`config.mk`:
```
export PLATFORM = sky130hd
export DESIGN_NAME = bps_bank_ram
export DESIGN_NICKNAME = d
export VERILOG_FILES = /design/src/rtl/bps_bank_ram.sv
export SDC_FILE = /design/constraint.sdc
export NUM_CORES = 1
export LEC_CHECK = 0
export BUFFER_PORTS_ARGS = -buffer_cell sky130_fd_sc_hd__buf_4
export CORE_UTILIZATION = 48
export CTS_BUF_LIST = sky130_fd_sc_hd__clkbuf_4
export DETAILED_ROUTE_END_ITERATION = 8
export HOLD_SLACK_MARGIN = 0.02
export PLACE_DENSITY = 0.85
export SLEW_MARGIN = 5
export SYNTH_ARGS = -nofsm -noshare
export SYNTH_HDL_FRONTEND = slang
export SYNTH_SLANG_ARGS = --single-unit
export TNS_END_PERCENT = 100
```
`constraint.sdc`:
```
create_clock -name i_clk -period 0.8 [get_ports i_clk]
set_input_delay 0.04 -clock i_clk [delete_from_list [all_inputs] [get_ports i_clk]]
set_output_delay 0.04 -clock i_clk [all_outputs]
set_load 0.02 [all_outputs]
```
`src/rtl/bps_bank_ram.sv`:
```
module bps_bank_ram #(
    parameter int DEPTH = 2,
    parameter int AW    = 1,
    parameter int DW    = 8
) (
    input  logic          i_clk,
    input  logic          i_we,
    input  logic [AW-1:0] i_waddr,
    input  logic [DW-1:0] i_wdata,
    input  logic          i_re,
    input  logic [AW-1:0] i_raddr,
    output logic [DW-1:0] o_rdata
);

    logic [DW-1:0] r_mem [DEPTH];
    logic [DW-1:0] r_rdata;

    // Write port.
    always_ff @(posedge i_clk) begin
        if (i_we) begin
            r_mem[i_waddr] <= i_wdata;
        end
    end

    // Registered read port; the data holds while the read enable is low.
    always_ff @(posedge i_clk) begin
        if (i_re) begin
            r_rdata <= r_mem[i_raddr];
        end
    end

    assign o_rdata = r_rdata;

endmodule

```
## Word level (Yosys, flattened, before mapping)

Memory sizes are Yosys's and may differ from the RTL's. A register that Yosys moved wholly into a read port is not among the register bits.
Index checks and enable logic that the tools add are counted.

- Muxes and demuxes: 2

Operator list:

| operator | count |
|---|---|
| two-way mux 1 bit | 2 |

- Memories kept: 1
- RAM bits: 16
- Bits in registers: 0
- Word-level logic and storage cells: 3

Memories:

| memory | words | bits a word | rd ports | clocked after memory_dff | wr ports | line | RTL |
|---|---|---|---|---|---|---|---|
| r_mem | 2 | 8 | 1 | 1 | 1 | 15 | `logic [DW-1:0] r_mem [DEPTH];` |

## Longest topological paths before layout

- Depth in word-level cells: 2
- Mapped depth: 2
- Depth with buffers taken out: 1

## Worst setup path after synthesis

Ideal clock, no wire load.

- Kind: register to register
- Start point: mem r_mem[0][0]
- End point: reg r_rdata[0], in the netlist o_rdata[0], read port of r_mem, data pin
- Setup time: 260 ps
- Stages on the path, launching flop included: 2
- Path slack: -50 ps
- Buffers on the path: 0
- Data required time: 540 ps
- Arrival time: 590 ps
- Path through: edfxtp_1 -> mux2_4

RTL lines:

| what | line | RTL |
|---|---|---|
| from (decl) | 15 |  |
| to (decl) | 16 | `logic [DW-1:0] r_rdata;` |

No word-level cell between the ends.

## Final worst setup path

- Start point: mem r_mem[0][0]
- End point: reg r_rdata[0], in the netlist o_rdata[0], read port of r_mem, data pin

No word-level cell between the ends.

==> results.md <==
- Outcome: finished with violations
- Failing checks: setup timing
- Clk_lat worst skew: 300 ps
- Unrepaired setup endpoints after global routing: yes
- Clock sinks: 24
- Die Ht: 44.4 um
- Num ports: 21
- Synth Cell Area: 865 um^2
- Final hold violation count: 0
- Ant diodes: 0
- Worst flop-to-flop path startpoint: r_mem[0][0]
- Skew final: approximately 8 ps
- Req. time, crit path: around 860 ps
- Drt first pass iters: 4
- Drt first-iter violations: 8
- Slew headroom: roughly 91%
- Routed Antenna Nets: 0
- Setup Buffers After CTS: 0
- Top delay family on crit path: flip-flops
- Routed wire length: 1160 um
- Clock Tree Root: clkbuf_4
- Final worst path period need: 907 ps
- M3 GR Usage: under 10%
- Avg Inst Size Synth: approximately 25 um^2
- Leakage: 0.000473 uW
- Post-route DRC violation count: 0
- Total track usage: between 10% and 20%
- Final std cells w/o fill: 93
- Critical path depth: 1
- Met2 usage: 26.2%
- Global route total overflow: 0
- Setup Viol. Count Final: 16
- GR met1 Demand/Resource: 13.0%
- CORE AREA: 1590 um^2
- Worst hold path class: in -> reg
- Synth-to-Final Area Change: 39.9%
- Critical Path Slowest Stage Cell: edfxtp_1
- Most frequent cells in the layout: edfxtp_1, buf_4, dlygate4sd3_1
- Crit path capture type: flip-flop
- Initial Utilization: between 50% and 60%
- Most common cell after layout, fill and taps aside: edfxtp_1
- Worst hold start: i_raddr
- Critical Path, Cell by Cell: mux2_4
- Maximum vdd drop: 1210 uV
- Global-route wire length before repair: 1790 um
- Mapped Nets: 48
- Max incr delay on CP: 400 ps
- Port bufs: 20
- Detailed-route via count: 423
- Largest net degree at the start of global routing: 14
- CP Launch Type: flip-flop
- Post-synthesis mux area share: 13.9%
- Share of cells above drive strength 1: a little under 50%
- Worst reg-to-reg path cell count: 1
- Initial antenna violation count: 0
- GP Congestion: 0.617
- DP Cell Count: 80
- Compound-Gate Fraction of Synth Area: 0%
- Yosys warnings: 0
- Crit path kind: reg -> reg
- Worst-Margin Slew: 141 ps
- Main combinational cell family by area after synthesis: multiplexers
- GRT Max-Usage Layer: met2
- Nets: 83
- Netlist cell types: 5
- Seq cells post-synth: 24
- Crit. Startpoint: r_mem[0][0]
- WL per Instance: 12.5 um
- Synth Area in XOR/XNOR: 0%
- Die area: 1970 um^2
- Post-Synth Simple-Gate Area: under 10%
- Critical Path End: o_rdata[0]
- Area share of fa/ha/maj cells after synthesis: 0%
- Seq/Total Area, Yosys: 83.4%
- Final WS setup: -107 ps
- Die Wd: about 44 um
- CTS tree: done
- DP Worst Slack: -89.1 ps
- Number of buffers and inverters on the critical path: 0
- Row count: 14
- CP Data Arrival Time: 970 ps
- Crit-path max FO: 1
- Power Density: around 1900 nW/um^2
- R2R setup slack: -110 ps
- Clock tree buffer depth: 2
- Vias per inst: between 4 and 5
- Capture point of the worst reg-to-reg path: o_rdata[0]
- Core Util, Final: 75.9%
- CTS clock-pin slew for the worst setup and hold paths: 130 ps
- Tcrit/Tclk final: 113%
- Vias in the first global route: 435
- H-Tree Level Count: 1
- Mapped Cells: 35
- Final Max Slew Viols: 0
- F_max: 1100 MHz
- Fillers: 87
- Cts bufs inserted: 3
- Max Cap Viol: 0
## what timing repair did
item                                    CTS  global route
hold buffers                              9             0
resized for setup                         3             5
endpoints found under the setup margin   16            16
endpoints found under the hold margin    24             0
## power by group
group	switching (uW)	internal [uW]	total [uW]	leakage, uW
clock network	331	182	513	0.0000154
registers	27.1	1480	1510	0.000228
logic	109	188	297	0.000229
## per-stage QoR
stage	hold slack [ps]	cell area [um^2]	power [uW]	setup TNS, ps
2_1_floorplan	139	867	1660	-403
3_3_place_gp	225	1060	1770	-465
3_5_place_dp	227	1060	1780	-614
4_1_cts	168	1190	2310	-1390
5_1_grt	143	1210	2420	-1870
6_report	164	1210	2320	-1330
## metal layers
layer / routed length [um] / share of wire [%]
met5: 0 / 0
met2: 659 / 57
met3: 65 / 5.6
met4: 9 / 0.78
met1: 425 / 37
## cell families after synthesis
family | Yosys count
muxes | 8
and+or+nand+nor | 2
DFF | 24
buffers and inverters | 1
## state kept, by name (all words and copies together) (netlist names)
signal and cells:
r_mem 16, o_rdata 8
## cells in the mapped netlist
library cell	n	area, um^2
and2_1	1	6.26
buf_6	1	11.3
edfxtp_1	24	721
mux2_4	8	120
nor2b_1	1	6.26
## cell type report
class                      instances  area (um^2)  area share [%]
sequential                        24          721            59.6
timing repair buffer              31          298            24.6
multi-input combinational         10          135            11.2
tap                               24         30.0            2.48
clock buffer                       3         22.5            1.86
clock inverter                     1         3.75           0.310
## worst min path at each step
stage	to	depth (start not counted)
finish	o_rdata[4]	2
global route	o_rdata[3]	2
CTS	o_rdata[4]	2
detailed placement	r_mem[1][7]	1
global placement	r_mem[1][3]	1
floorplan	r_mem[0][0]	0
No activity file was read; power rests on OpenSTA's default activity.
